<file path="src/rtl/core/lsdc_pkg.sv">
// shared types and codes for the limit switch door controller
package lsdc_pkg;

    localparam int TICK_W = 17;

    // action codes
    localparam logic [2:0] ACT_TICK   = 3'd0;
    localparam logic [2:0] ACT_OPEN   = 3'd1;
    localparam logic [2:0] ACT_CLOSE  = 3'd2;
    localparam logic [2:0] ACT_STOP   = 3'd3;
    localparam logic [2:0] ACT_AUTO   = 3'd4;
    localparam logic [2:0] ACT_SAMPLE = 3'd5;

    // door states
    localparam logic [2:0] ST_UNKNOWN = 3'd0;
    localparam logic [2:0] ST_OPEN    = 3'd1;
    localparam logic [2:0] ST_CLOSED  = 3'd2;
    localparam logic [2:0] ST_OPENING = 3'd3;
    localparam logic [2:0] ST_CLOSING = 3'd4;
    localparam logic [2:0] ST_HALTED  = 3'd5;

    // led modes
    localparam logic [1:0] LED_OFF  = 2'd0;
    localparam logic [1:0] LED_ON   = 2'd1;
    localparam logic [1:0] LED_SLOW = 2'd2;
    localparam logic [1:0] LED_FAST = 2'd3;

    // motor drive
    localparam logic [1:0] MOT_STOP = 2'd0;
    localparam logic [1:0] MOT_FWD  = 2'd1;
    localparam logic [1:0] MOT_BACK = 2'd2;

    localparam logic [TICK_W-1:0] TICK_MAX      = 17'h1FFFF;
    localparam logic [TICK_W-1:0] TIMEOUT_RESET = 17'd120000;

    typedef struct packed {
        logic [2:0] action;
        logic       manual_override;
        logic       closed_switch;
        logic       open_switch;
    } t_item;

    typedef struct packed {
        logic [2:0]        door_mode;
        logic              manual_flag;
        logic [TICK_W-1:0] run_ticks;
        logic [1:0]        red_mode;
        logic [1:0]        green_mode;
        logic [1:0]        motor_mode;
    } t_state;

    typedef struct packed {
        logic [2:0] door_state;
        logic [1:0] motor_drive;
        logic [1:0] red_led_mode;
        logic [1:0] green_led_mode;
        logic       halt_event;
        logic       open_or_opening;
        logic       closed_or_closing;
    } t_result;

endpackage

</file>
<file path="src/rtl/core/lsdc_in_stage.sv">
// input register holding one item ahead of the update logic
module lsdc_in_stage (
    input  logic           i_clk,
    input  logic           i_rst_n,
    input  logic           i_valid,
    output logic           o_ready,
    input  lsdc_pkg::t_item i_item,
    output logic           o_valid,
    output lsdc_pkg::t_item o_item,
    input  logic           i_take
);

    logic            r_valid;
    lsdc_pkg::t_item r_item;

    assign o_ready = !r_valid || i_take;
    assign o_valid = r_valid;
    assign o_item  = r_item;

    always_ff @(posedge i_clk) begin
        if (!i_rst_n) begin
            r_valid <= 1'b0;
        end else if (o_ready) begin
            r_valid <= i_valid;
        end
    end

    always_ff @(posedge i_clk) begin
        if (o_ready && i_valid) begin
            r_item <= i_item;
        end
    end

endmodule

</file>
<file path="src/rtl/core/lsdc_step.sv">
// next door state and result for one item
module lsdc_step (
    input  lsdc_pkg::t_state               i_state,
    input  lsdc_pkg::t_item                i_item,
    input  logic [lsdc_pkg::TICK_W-1:0]    i_timeout,
    output lsdc_pkg::t_state               o_state,
    output lsdc_pkg::t_result              o_result
);

    lsdc_pkg::t_state              s;
    logic                          halt;
    logic [lsdc_pkg::TICK_W-1:0]   ticks_inc;
    logic                          end_pressed;
    logic [2:0]                    end_state;
    logic [1:0]                    lit_mode;

    always_comb begin
        ticks_inc = (i_state.run_ticks == lsdc_pkg::TICK_MAX) ? i_state.run_ticks
                                                              : i_state.run_ticks + 1'b1;
        end_pressed = (i_state.door_mode == lsdc_pkg::ST_OPENING) ? i_item.open_switch
                                                                   : i_item.closed_switch;
        end_state   = (i_state.door_mode == lsdc_pkg::ST_OPENING) ? lsdc_pkg::ST_OPEN
                                                                   : lsdc_pkg::ST_CLOSED;
        lit_mode    = i_state.manual_flag ? lsdc_pkg::LED_FAST : lsdc_pkg::LED_ON;
        s    = i_state;
        halt = 1'b0;

        unique case (i_item.action)
            lsdc_pkg::ACT_TICK: begin
                if (i_state.door_mode == lsdc_pkg::ST_OPENING ||
                    i_state.door_mode == lsdc_pkg::ST_CLOSING) begin
                    if (end_pressed) begin
                        s.door_mode  = end_state;
                        s.motor_mode = lsdc_pkg::MOT_STOP;
                        // led refresh at the end reached
                        if (end_state == lsdc_pkg::ST_OPEN) begin
                            s.green_mode = lit_mode;
                        end else begin
                            s.red_mode = lit_mode;
                        end
                    end else begin
                        s.run_ticks = ticks_inc;
                        if (ticks_inc > i_timeout) begin
                            s.motor_mode = lsdc_pkg::MOT_STOP;
                            s.door_mode  = lsdc_pkg::ST_HALTED;
                            halt         = 1'b1;
                        end
                    end
                end
            end
            lsdc_pkg::ACT_OPEN: begin
                if (i_state.door_mode != lsdc_pkg::ST_OPEN &&
                    i_state.door_mode != lsdc_pkg::ST_OPENING) begin
                    s.door_mode   = lsdc_pkg::ST_OPENING;
                    s.motor_mode  = lsdc_pkg::MOT_FWD;
                    s.run_ticks   = '0;
                    s.red_mode    = lsdc_pkg::LED_OFF;
                    s.green_mode  = lsdc_pkg::LED_SLOW;
                    s.manual_flag = i_item.manual_override;
                end
            end
            lsdc_pkg::ACT_CLOSE: begin
                if (i_state.door_mode != lsdc_pkg::ST_CLOSED &&
                    i_state.door_mode != lsdc_pkg::ST_CLOSING) begin
                    s.door_mode   = lsdc_pkg::ST_CLOSING;
                    s.motor_mode  = lsdc_pkg::MOT_BACK;
                    s.run_ticks   = '0;
                    s.green_mode  = lsdc_pkg::LED_OFF;
                    s.red_mode    = lsdc_pkg::LED_SLOW;
                    s.manual_flag = i_item.manual_override;
                end
            end
            lsdc_pkg::ACT_STOP: begin
                s.motor_mode = lsdc_pkg::MOT_STOP;
                s.red_mode   = lsdc_pkg::LED_OFF;
                s.green_mode = lsdc_pkg::LED_OFF;
            end
            lsdc_pkg::ACT_AUTO: begin
                // manual flag is cleared first, so a refresh shows steady on
                s.manual_flag = 1'b0;
                if (i_state.door_mode == lsdc_pkg::ST_OPEN) begin
                    s.green_mode = lsdc_pkg::LED_ON;
                end else if (i_state.door_mode == lsdc_pkg::ST_CLOSED) begin
                    s.red_mode = lsdc_pkg::LED_ON;
                end
            end
            lsdc_pkg::ACT_SAMPLE: begin
                if (i_item.open_switch) begin
                    s.door_mode = lsdc_pkg::ST_OPEN;
                end else if (i_item.closed_switch) begin
                    s.door_mode = lsdc_pkg::ST_CLOSED;
                end else begin
                    s.door_mode = lsdc_pkg::ST_UNKNOWN;
                end
            end
            default: begin
            end
        endcase
    end

    // lit_mode is only meaningful on the end switch path
    assign o_state = s;

    always_comb begin
        o_result.door_state        = s.door_mode;
        o_result.motor_drive       = s.motor_mode;
        o_result.red_led_mode      = s.red_mode;
        o_result.green_led_mode    = s.green_mode;
        o_result.halt_event        = halt;
        o_result.open_or_opening   = (s.door_mode == lsdc_pkg::ST_OPEN) ||
                                     (s.door_mode == lsdc_pkg::ST_OPENING);
        o_result.closed_or_closing = (s.door_mode == lsdc_pkg::ST_CLOSED) ||
                                     (s.door_mode == lsdc_pkg::ST_CLOSING);
    end

endmodule

</file>
<file path="src/rtl/core/limit_switch_door_controller_core.sv">
// top level of the limit switch door controller
//
// usage
//  - input channel (i_in_valid / o_in_ready) carries one item: an action code
//    (tick, open, close, stop, auto mode on, sample switches) with the manual
//    flag and both limit switch levels
//  - output channel (o_out_valid / i_out_ready) returns one item per input
//    item: door state, motor drive, led modes, halt pulse and two summary bits
//  - config channel (i_cfg_valid / o_cfg_ready) writes the jam timeout in
//    ticks; always ready, write it only while the block is idle
//  - an accepted item sits in the input register, then the update logic
//    writes the door state and the result register at the same edge
//  - throughput is one item per cycle while the receiver takes results; the
//    next item sees the state left by the previous one because the state
//    registers update as the result loads
//  - a stalled receiver holds the result register; the input register then
//    holds its item and o_in_ready falls only once both are full
//  - reset (synchronous, active low) empties both registers, sets the door
//    unknown, motor stopped, leds off, tick count zero, timeout 120000
module limit_switch_door_controller_core (
    input  logic        i_clk,
    input  logic        i_rst_n,
    // input items
    input  logic        i_in_valid,
    output logic        o_in_ready,
    input  logic [2:0]  i_action,
    input  logic        i_manual_override,
    input  logic        i_closed_switch,
    input  logic        i_open_switch,
    // result items
    output logic        o_out_valid,
    input  logic        i_out_ready,
    output logic [2:0]  o_door_state,
    output logic [1:0]  o_motor_drive,
    output logic [1:0]  o_red_led_mode,
    output logic [1:0]  o_green_led_mode,
    output logic        o_halt_event,
    output logic        o_open_or_opening,
    output logic        o_closed_or_closing,
    // configuration
    input  logic        i_cfg_valid,
    output logic        o_cfg_ready,
    input  logic [16:0] i_cfg_data
);

    lsdc_pkg::t_item                 in_item;
    lsdc_pkg::t_item                 stage_item;
    logic                            stage_valid;
    logic                            take;

    lsdc_pkg::t_state                r_state;
    lsdc_pkg::t_state                n_state;
    lsdc_pkg::t_result               r_out;
    lsdc_pkg::t_result               n_out;
    logic                            r_out_valid;
    logic [lsdc_pkg::TICK_W-1:0]     r_timeout;

    assign in_item.action          = i_action;
    assign in_item.manual_override = i_manual_override;
    assign in_item.closed_switch   = i_closed_switch;
    assign in_item.open_switch     = i_open_switch;

    // the staged item moves on when the result register is free or draining
    assign take = stage_valid && (!r_out_valid || i_out_ready);

    lsdc_in_stage u_in_stage (
        .i_clk   (i_clk),
        .i_rst_n (i_rst_n),
        .i_valid (i_in_valid),
        .o_ready (o_in_ready),
        .i_item  (in_item),
        .o_valid (stage_valid),
        .o_item  (stage_item),
        .i_take  (take)
    );

    lsdc_step u_step (
        .i_state   (r_state),
        .i_item    (stage_item),
        .i_timeout (r_timeout),
        .o_state   (n_state),
        .o_result  (n_out)
    );

    // configuration register, always writable
    assign o_cfg_ready = 1'b1;

    always_ff @(posedge i_clk) begin
        if (!i_rst_n) begin
            r_timeout <= lsdc_pkg::TIMEOUT_RESET;
        end else if (i_cfg_valid) begin
            r_timeout <= i_cfg_data;
        end
    end

    // door state, updated once per item
    always_ff @(posedge i_clk) begin
        if (!i_rst_n) begin
            r_state.door_mode   <= lsdc_pkg::ST_UNKNOWN;
            r_state.manual_flag <= 1'b0;
            r_state.run_ticks   <= '0;
            r_state.red_mode    <= lsdc_pkg::LED_OFF;
            r_state.green_mode  <= lsdc_pkg::LED_OFF;
            r_state.motor_mode  <= lsdc_pkg::MOT_STOP;
        end else if (take) begin
            r_state <= n_state;
        end
    end

    // result register
    always_ff @(posedge i_clk) begin
        if (!i_rst_n) begin
            r_out_valid <= 1'b0;
        end else if (take) begin
            r_out_valid <= 1'b1;
        end else if (i_out_ready) begin
            r_out_valid <= 1'b0;
        end
    end

    always_ff @(posedge i_clk) begin
        if (take) begin
            r_out <= n_out;
        end
    end

    assign o_out_valid         = r_out_valid;
    assign o_door_state        = r_out.door_state;
    assign o_motor_drive       = r_out.motor_drive;
    assign o_red_led_mode      = r_out.red_led_mode;
    assign o_green_led_mode    = r_out.green_led_mode;
    assign o_halt_event        = r_out.halt_event;
    assign o_open_or_opening   = r_out.open_or_opening;
    assign o_closed_or_closing = r_out.closed_or_closing;

endmodule

</file>
<file path="config.mk">
export PLATFORM = sky130hd
export DESIGN_NAME = limit_switch_door_controller_core
export DESIGN_NICKNAME = d
export VERILOG_FILES = /design/src/rtl/core/lsdc_pkg.sv /design/src/rtl/core/lsdc_in_stage.sv /design/src/rtl/core/lsdc_step.sv /design/src/rtl/core/limit_switch_door_controller_core.sv
export SDC_FILE = /design/constraint.sdc
export NUM_CORES = 1
export LEC_CHECK = 0
export BUFFER_PORTS_ARGS = -buffer_cell sky130_fd_sc_hd__buf_2
export CORE_ASPECT_RATIO = 0.8
export CORE_MARGIN = 1
export CORE_UTILIZATION = 34
export CTS_CLUSTER_DIAMETER = 120
export DETAILED_ROUTE_END_ITERATION = 7
export PLACE_DENSITY = 0.58
export SYNTH_ARGS = -nofsm -noshare
export SYNTH_HDL_FRONTEND = slang
export SYNTH_HIERARCHICAL = 1
export SYNTH_SLANG_ARGS = --single-unit
</file>
<file path="constraint.sdc">
create_clock -name i_clk -period 3.4 [get_ports i_clk]
set_input_delay 0.17 -clock i_clk [delete_from_list [all_inputs] [get_ports i_clk]]
set_output_delay 0.17 -clock i_clk [all_outputs]
set_load 0.02 [all_outputs]
</file>
==> flow_summary.ini, run 1 <==
[timing]
skew_ps = 9.13
fin_ws_ps = -38.3
fmax_mhz = 291
finalCriticalPeriod_ps = 3440
finalSetupViolations = 1
max_slew_margin_pct = 44.3
hold_ws_ps = 12.1
period_share_pct = 101
rsz0062_at_grt = yes
drv_slew = 0
worst_pin_slew_ps = 836
tns_ps = -38.3
finalHoldViolCount = 0

[clock_network]
clock_sinks = 64
htreeDepth = 3
clkTransAtPathRegs_ps = 60
tritoncts = done
clock_path_buffers = 2
cts_root_buf = clkbuf_16
clkLatencyLatePin_ps = 340
numCtsBuffers = 9

[routing]
wl_um = 10500
route.detailed.drc = 0
drt_iter0_drc = 200
drt-pass1-iter-count = 4
final_antenna_net_count = 0
vias_per_cell = 5.01
wire_per_inst_um = 14.1
dr_total_vias = 3703

[synthesis]
syn_nets = 536
ys_types = 66
ys_seq_elements = 64
async_reset_ff_share_pct = 0
synth_flop_cell = dfxtp_1
synth.avg_cell_area_um2 = 8.76
synth_edf_count = 18
syn_area_um2 = 4290
seq_area_frac_synth_pct = 34.1
synth-warning-count = 6
netlist_instances = 490

[floorplanning]
chipWidth_um = 128
die_y_um = 102
start_util_pct = 35.0
die_area_um2 = 13100
core_um2 = 12300
rows = 36
pin_count = 43

[hold_path]
holdCritStartpoint = i_action[0]
hp-class = in -> reg

[global_route]
grt_pass1_wl_um = 17400
gr-total-overflow = 0
grt_pass1_vias = 3503
grt_use_total_pct = 17.0
grt_max_degree = 49
antenna_found_initial = 0

[placed_design]
gp_congestion = 0.873
placed_cell_area_um2 = 4840
port_buffers = 41
dp.final_hpwl_um = 7410

[worst_setup_path]
max_stage_delay_ps = 470
critPathArrivalTime_ps = 3530
cp-end-kind = flop
required_ps = 3490
path_class = reg -> reg
cp-start-kind = flop
r2r_slack_ps = -40
slowest_stage = a2111o_1
cp_max_fo = 4
cp_top_family = simple AND/OR/NAND/NOR gates
worst-path-buf-inv = 1
r2r_start = r_state[6]
path_cells = ha_4, and2_4, nand4_4, or3b_4, inv_2, nand3_2, xnor2_2, ha_1, nand4_1, nor4_2, o21bai_2, a2111o_1, nand2_2, xnor2_1, nor2_1
critPathLaunch = r_state[6]

[pwr]
p_total_w = 0.00196
leakage_nw = 2.27
vdd_drop_max_uv = 213
power.density_nw_per_um2 = 367

[layout]
n_antenna_cell = 0
syn_to_final_growth_pct = 24.4
nNetsFinal = 610
layout-drive-gt1-share_pct = 29.0
num-fill-cells = 1224
fin_area_um2 = 5340

[job]
drv_cap = 0

[status]
violations = setup timing
outcome = finished with violations
==> repair_timing <==
item,CTS,global route
hold buffers,5,0
setup endpoints to repair,12,13
pin swaps,17,16
hold endpoints to repair,5,0
buffers inserted,3,1
gates resized for setup,15,19
==> state kept, by name (all words and copies together) (netlist names), 2 cells and up <==
register           flops
o_door_state           3
u_in_stage/o_item      6
r_timeout             17
o_green_led_mode       2
o_red_led_mode         2
o_motor_drive          2
r_state               27
==> cells by family after synthesis <==
group	Yosys count	share of synthesized area [%]
XOR/XNOR	15	3.24
other	1	0.0874
flip-flops	64	34.1
adder cells (fa/ha/maj)	18	5.25
multiplexers	48	11.2
AND/OR/NAND/NOR	181	21.9
AO/OA/AOI/OAI	99	15.3
buffers and inverters	64	8.95
==> final timing paths <==
check / endpoint / cells after the start
max: o_closed_or_closing / 15
min reg2reg: r_state[5] / 2
min: u_in_stage/o_item[3] / 1
max reg2reg: o_closed_or_closing / 15
==> synthesized netlist by cell type (5+ instances only) <==
| master | n | share of area [%] |
|---|---|---|
| ha_1 | 18 | 5.2 |
| nor2b_1 | 14 | 2.0 |
| a31oi_1 | 12 | 1.7 |
| nand4_1 | 6 | 0.87 |
| nor2_1 | 24 | 2.1 |
| clkbuf_1 | 8 | 0.70 |
| nand2b_1 | 8 | 1.2 |
| edfxtp_1 | 18 | 13 |
| a21oi_1 | 21 | 2.4 |
| nand2_1 | 86 | 7.5 |
| buf_2 | 14 | 1.6 |
| o31ai_1 | 6 | 1.0 |
| inv_1 | 20 | 1.7 |
| xnor2_1 | 9 | 1.8 |
| a22o_1 | 5 | 1.0 |
| xor2_1 | 5 | 1.0 |
| buf_4 | 13 | 2.3 |
| buf_6 | 6 | 1.6 |
| nand3_1 | 9 | 1.0 |
| dfxtp_1 | 46 | 21 |
| mux2i_1 | 47 | 11 |
| o21ai_0 | 25 | 2.9 |
==> per-stage QoR <==
step           std cells  setup WS, ps  util [%]
3_5_place_dp         716          -267      39.5
2_1_floorplan        490          18.3         -
5_1_grt              739          -192      43.6
6_report             739         -38.3      43.6
3_3_place_gp         716          -133      39.5
4_1_cts              739         -44.2      42.8
==> final cells by class <==
cell class | count | area [µm²] | area share (%)
inverters | 21 | 78.8 | 1.48
flip-flops and latches | 64 | 1460 | 27.4
clock inverters | 5 | 48.8 | 0.914
clock buffers | 10 | 229 | 4.29
well taps | 171 | 214 | 4.01
multi-input cells | 362 | 2600 | 48.6
repair buffers | 106 | 709 | 13.3
==> placed cells by master (no fill, tap or decap), types with 3 or more instances in the layout <==
cell type       n
o31ai_1         6
dfxtp_1        44
and3_1          3
a21o_1          3
nor2_1         21
and3_4          4
clkinv_2        3
nand2b_1        8
ha_1           17
clkbuf_16       9
nor2b_1        14
edfxtp_1       18
dlygate4sd3_1   5
a22o_1          5
a31oi_1        11
and2_4          3
nand4_1         6
a21oi_1        20
nand3_1         9
buf_2          41
buf_4          59
nand2_2         3
nand2_1        83
o21a_1          4
xor2_1          3
nand2b_4        3
mux2i_1        47
xnor2_1         8
o21ai_0        24
inv_1          20
==> per-layer routing <==
| layer | wire (µm) | GRT usage, % | vias up |
|---|---|---|---|
| met5 | 0 | 0 | - |
| met4 | 151 | 5.34 | 0 |
| met3 | 559 | 4.05 | 15 |
| met2 | 4520 | 26.3 | 94 |
| met1 | 5220 | 23.6 | 1749 |
| li1 | - | - | 1845 |
==> power breakdown <==
group          internal (W)  total, W  switching [W]
combinational     0.0000943  0.000225       0.000131
sequential         0.000818  0.000845      0.0000275
clock              0.000556  0.000890       0.000334
Power figures use the tool's default switching activity.
==> run 2, diff against run 1 <==
- PLACE_DENSITY: 0.58 -> 0.56
- clock period: 3.4 -> 3.9 ns (I/O delays scaled with it)
==> run 2 against run 1 <==
The run now ends clean. First-iteration DRC count fell by 20%. Die area did not move. Count of clock-buffer cells in the layout rose by 5. Fmax fell by 8.3%. Clock skew fell by 2.8 ps. Worst hold slack improved by 20 ps.
==> flow_summary.ini, run 2 (same netlist as run 1, synthesis figures left out) <==
[status]
outcome = finished clean

[layout]
seqCellArea_um2 = 1460
utilization_pct = 39.7
regMostFlops = r_state
layout_common_cells = nand2_1 (85), mux2i_1 (47), dfxtp_1 (44)
n_antenna_cell = 0
fin_area_um2 = 4860
final_common_cell = nand2_1
nNetsFinal = 561
largest_reg_flops = 27
syn_to_final_growth_pct = 13.3
layout-drive-gt1-share_pct = 20.4
multiInputGateArea_um2 = 2510
num-fill-cells = 1261

[job]
drv_cap = 0

[timing]
finalCriticalPeriod_ps = 3750
worst_pin_slew_ps = 733
finalHoldViolCount = 0
drv_slew = 0
max_slew_margin_pct = 51.1
finalSetupViolations = 0
hold_ws_ps = 32.4
fmax_mhz = 267
period_share_pct = 96.1
skew_ps = 6.29

[global_route]
grt_pass1_wl_um = 16500
grt_use_total_pct = 16.3
grt_max_degree = 56
gr-total-overflow = 0
grt_pass1_vias = 3322
antenna_found_initial = 0

[placed_design]
placed_cell_area_um2 = 4500
dp.final_hpwl_um = 6980
port_buffers = 41
gp_congestion = 0.829

[clock_network]
clock_path_buffers = 2
clkTransAtPathRegs_ps = 50
numCtsBuffers = 9
cts_root_buf = clkbuf_16
clkLatencyLatePin_ps = 330
htreeDepth = 3
cts_hold_buf = 0
clock_sinks = 64
tritoncts = done

[floorplanning]
chipWidth_um = 128
start_util_pct = 35.0
pin_count = 43
rows = 36
die_area_um2 = 13100
core_um2 = 12300
die_y_um = 102

[routing]
vias_per_cell = 4.98
wl_um = 9860
drt_iter0_drc = 161
dr_total_vias = 3438
drt-pass1-iter-count = 4
route.detailed.drc = 0
final_antenna_net_count = 0
wire_per_inst_um = 14.3

[worst_setup_path]
critPathArrivalTime_ps = 3830
cp-end-kind = flop
cp-start-kind = flop
r2r_start = r_state[6]
critPathLaunch = r_state[6]
path_class = reg -> reg
cp_max_fo = 6
required_ps = 3990

[hold_path]
hp-class = in -> reg
holdCritStartpoint = i_closed_switch

[pwr]
vdd_drop_max_uv = 206
leakage_nw = 2.01
power.density_nw_per_um2 = 342
run 2: changes by cell type in the layout (fill, tap and decap cells not counted), sizes merged:
| cell | before | now |
|---|---|---|
| bufinv | 1 | 0 |
| dlygate4sd3 | 5 | 0 |
| clkinv | 4 | 1 |
| buf | 101 | 57 |
| clkbuf | 10 | 15 |
run 2: what timing repair did:
item                                    in CTS  in global routing
endpoints found under the hold margin        0                  0
setup buffers                                0                  4
endpoints found under the setup margin       0                  8
resized for setup                            0                 13
run 2: final timing paths:
path | endpoint | slack, ps | cells past startpoint
setup / recovery | o_open_or_opening | 150 | 16
hold / removal | u_in_stage/o_item[1] | 30 | 1
setup reg to reg | o_open_or_opening | 150 | 16
hold reg to reg | r_state[5] | 460 | 2
run 2: power breakdown:
| part | total (W) | internal (W) | switching [W] |
|---|---|---|---|
| clock | 0.000741 | 0.000464 | 0.000277 |
| sequential | 0.000739 | 0.000713 | 0.0000260 |
| combinational | 0.000182 | 0.0000741 | 0.000108 |
run 2: metal layers:
layer	GRT usage [%]	vias to the layer above	share of wire, %
met5	0	-	0
met1	22.1	1615	50
met4	6.61	0	1.4
met2	25.5	63	44
li1	-	1751	-
met3	3.22	9	4.9
run 2: stage by stage:
stage	std cells	total power, W	setup slack, ps	setup TNS (ps)
5_1_grt	691	0.00174	-25.2	-25.2
2_1_floorplan	490	0.000894	518	0
6_report	691	0.00166	152	0
3_5_place_dp	671	0.000933	83.9	0
4_1_cts	687	0.00169	87.2	0
3_3_place_gp	671	0.000930	234	0
run 2: area by class of cell:
class                      count  area share, %
clock buffer                  15           5.51
clock inverter                 1          0.103
inverter                      21           1.62
multi-input combinational    362           51.6
sequential                    64           30.1
tap                          171           4.40
timing repair buffer          57           6.69
run 2: critical path, cell delays in order, from the launching register on:
cell	delay, ps
dfxtp_2	350
ha_2	200
and2_2	240
nand4_4	110
or3b_4	440
inv_2	80
nand3_2	90
xnor2_2	200
ha_1	270
nand4_1	180
buf_4	160
nor3_1	50
a221oi_2	360
a31oi_2	190
buf_4	180
a31o_2	260
and3_1	140
==> run 3, diff against run 2 <==
- SYNTH_HIERARCHICAL: 1 -> not set
==> run 3 against run 2 <==
Largest power group unchanged. Die area down 11%. Total power up 3.8%. Setup slack better by 11 ps. Routed wire length down 0.22%. Non-clock buffer count down 3. Combinational power down 6%. Largest cell class unchanged. Sequential share of layout area up 2.1 points. Synthesized cell count down 7.6%. Sequential cell count unchanged. Final area down 6.5%. Register-to-register slack about the same.
==> flow_summary.ini, run 3 <==
[layout]
final_common_cell = nor2_1
syn_to_final_growth_pct = 18.9
nNetsFinal = 538
layout_common_cells = nor2_1 (47), dfxtp_1 (45), nand2_1 (42)
n_antenna_cell = 0
largest_reg_flops = 27
num-fill-cells = 1138
regMostFlops = r_state
layout-drive-gt1-share_pct = 17.7
seqCellArea_um2 = 1470
multiInputGateArea_um2 = 2180
utilization_pct = 41.7
final_cells = 640

[synthesis]
synth_fa_ha_area_share_pct = 5.89
yosys-top-cells-area = dfxtp_1 (24%), edfxtp_1 (14%), ha_1 (5.9%), nor2_1 (4.6%), a21oi_1 (4.5%)
synth.avg_cell_area_um2 = 8.44
synth.mux.area_fraction_pct = 3.18
synth_top_family_by_area = compound AO/OA/AOI/OAI gates
ys_types = 64
seq_area_frac_synth_pct = 38.2
netlist_instances = 453
syn_nets = 499
synth_compound_area_share_pct = 22.6
synth_most_common_cell = nor2_1
synth_edf_count = 18
synth_top_cell_by_area = dfxtp_1
syn_area_um2 = 3820
synth-warning-count = 0
synthSimpleGateAreaFrac_pct = 21.3
synth_top_area_share_pct = 24.1
synthTopCellsByCount = nor2_1 (47), dfxtp_1 (46), nand2_1 (42)
synth-xor-area-share_pct = 2.75
synth_flop_cell = dfxtp_1
ys_seq_elements = 64
async_reset_ff_share_pct = 0

[hold_path]
hp-class = in -> reg

[clock_network]
clock_path_buffers = 2
clock_sinks = 64
cts_root_buf = clkbuf_16
clkTransAtPathRegs_ps = 50
clkLatencyLatePin_ps = 330
htreeDepth = 3
numCtsBuffers = 9
tritoncts = done

[worst_setup_path]
cp_top_family = compound AO/OA/AOI/OAI gates
path_cells = ha_2, and4_4, nand4_4, o2111ai_4, nor2_1, and2_1, xor2_1, ha_1, a41oi_1, o21ai_1, a221o_1, a2111o_1, a31oi_1, a31oi_2, mux2i_1
path_class = reg -> reg
slowest_stage = dfxtp_4
required_ps = 3980
cp_max_fo = 5
max_stage_delay_ps = 380
worst-path-buf-inv = 0
cp-end-kind = flop
cp-start-kind = flop
critPathArrivalTime_ps = 3810

[routing]
vias_per_cell = 5.42
final_antenna_net_count = 0
wire_per_inst_um = 15.4
dr_total_vias = 3468
route.detailed.drc = 0
drt_iter0_drc = 280
drt-pass1-iter-count = 4
wl_um = 9830

[status]
outcome = finished clean

[timing]
worst_pin_slew_ps = 797
drv_slew = 0
skew_ps = 3.90
finalSetupViolations = 0
tns_ps = 0
max_slew_margin_pct = 46.8
period_share_pct = 95.8
finalCriticalPeriod_ps = 3740
fmax_mhz = 268
finalHoldViolCount = 0

[floorplanning]
pin_count = 43
chipWidth_um = 121
rows = 34
die_y_um = 96.8
die_area_um2 = 11700
core_um2 = 10900
start_util_pct = 35.1

[placed_design]
port_buffers = 41
placed_cells = 624
gp_congestion = 0.923
dp.final_hpwl_um = 7200

[global_route]
grt_use_total_pct = 17.6
grt_pass1_wl_um = 15900
grt_max_degree = 25
grt_pass1_vias = 3247
antenna_found_initial = 0
gr-total-overflow = 0

[pwr]
p_total_w = 0.00173
leakage_nw = 1.85
vdd_drop_max_uv = 206
power.density_nw_per_um2 = 380

[job]
drv_cap = 0
run 3: through the flow:
stage	cell area (µm²)	hold WS, ps	worst slack (ps)
6_report	4540	36.0	164
5_1_grt	4540	23.3	-21.1
4_1_cts	4490	25.8	50.9
3_5_place_dp	4190	374	60.7
3_3_place_gp	4190	375	182
2_1_floorplan	3820	294	193
run 3: timing repair:
action                     CTS  global route
hold buffers                 0             0
hold endpoints to repair     0             0
setup endpoints to repair    0            11
gates resized for setup      0            12
buffers inserted             0             1
run 3: where the power goes:
group          switching (W)  internal [W]
logic               0.000104     0.0000663
clock network       0.000290      0.000525
registers          0.0000273      0.000713
total               0.000422       0.00130
run 3: final timing paths:
kind / startpoint / cells past startpoint / slack [ps] / to
worst max-delay path: r_state[7] / 15 / 160 / o_closed_or_closing
worst min-delay path: i_action[2] / 1 / 40 / u_in_stage.o_item[5]
worst max register to register: r_state[7] / 15 / 160 / o_closed_or_closing
worst min register to register: r_state[21] / 1 / 460 / r_state[21]
run 3: routing by layer:
metal,GRT usage [%],up-vias,part of all wire (%),routed length [µm]
met4,5.89,0,1.8,180
li1,-,1705,-,-
met2,29.5,94,49,4790
met3,5.60,18,5.5,543
met5,0,-,0,0
met1,21.3,1651,44,4320
run 3: kinds of logic (layout without fill, tap and decap cells):
group                    after synthesis  count (layout)
buffers and inverters                 57             100
adder cells (fa/ha/maj)               18              18
AO/OA/AOI/OAI                        127             127
other                                  1               1
AND/OR/NAND/NOR                      162             162
flip-flops                            64              64
XOR/XNOR                              12              12
multiplexers                          12              12
run 3: cell type report:
type,count,share of cell area (%)
Multi-Input combinational cell,332,48.0
Sequential cell,64,32.2
Tap cell,144,3.96
Inverter,31,2.56
Clock inverter,3,0.909
Timing Repair Buffer,54,6.66
Clock buffer,12,5.64
run 3: worst reg2reg max path, cell delays in order, from the launching register on:
cell and delay [ps]:
dfxtp_4 380, ha_2 200, and4_4 270, nand4_4 140, o2111ai_4 260, nor2_1 100
and2_1 200, xor2_1 150, ha_1 310, a41oi_1 190, o21ai_1 110, a221o_1 360
a2111o_1 360, a31oi_1 210, a31oi_2 80, mux2i_1 170
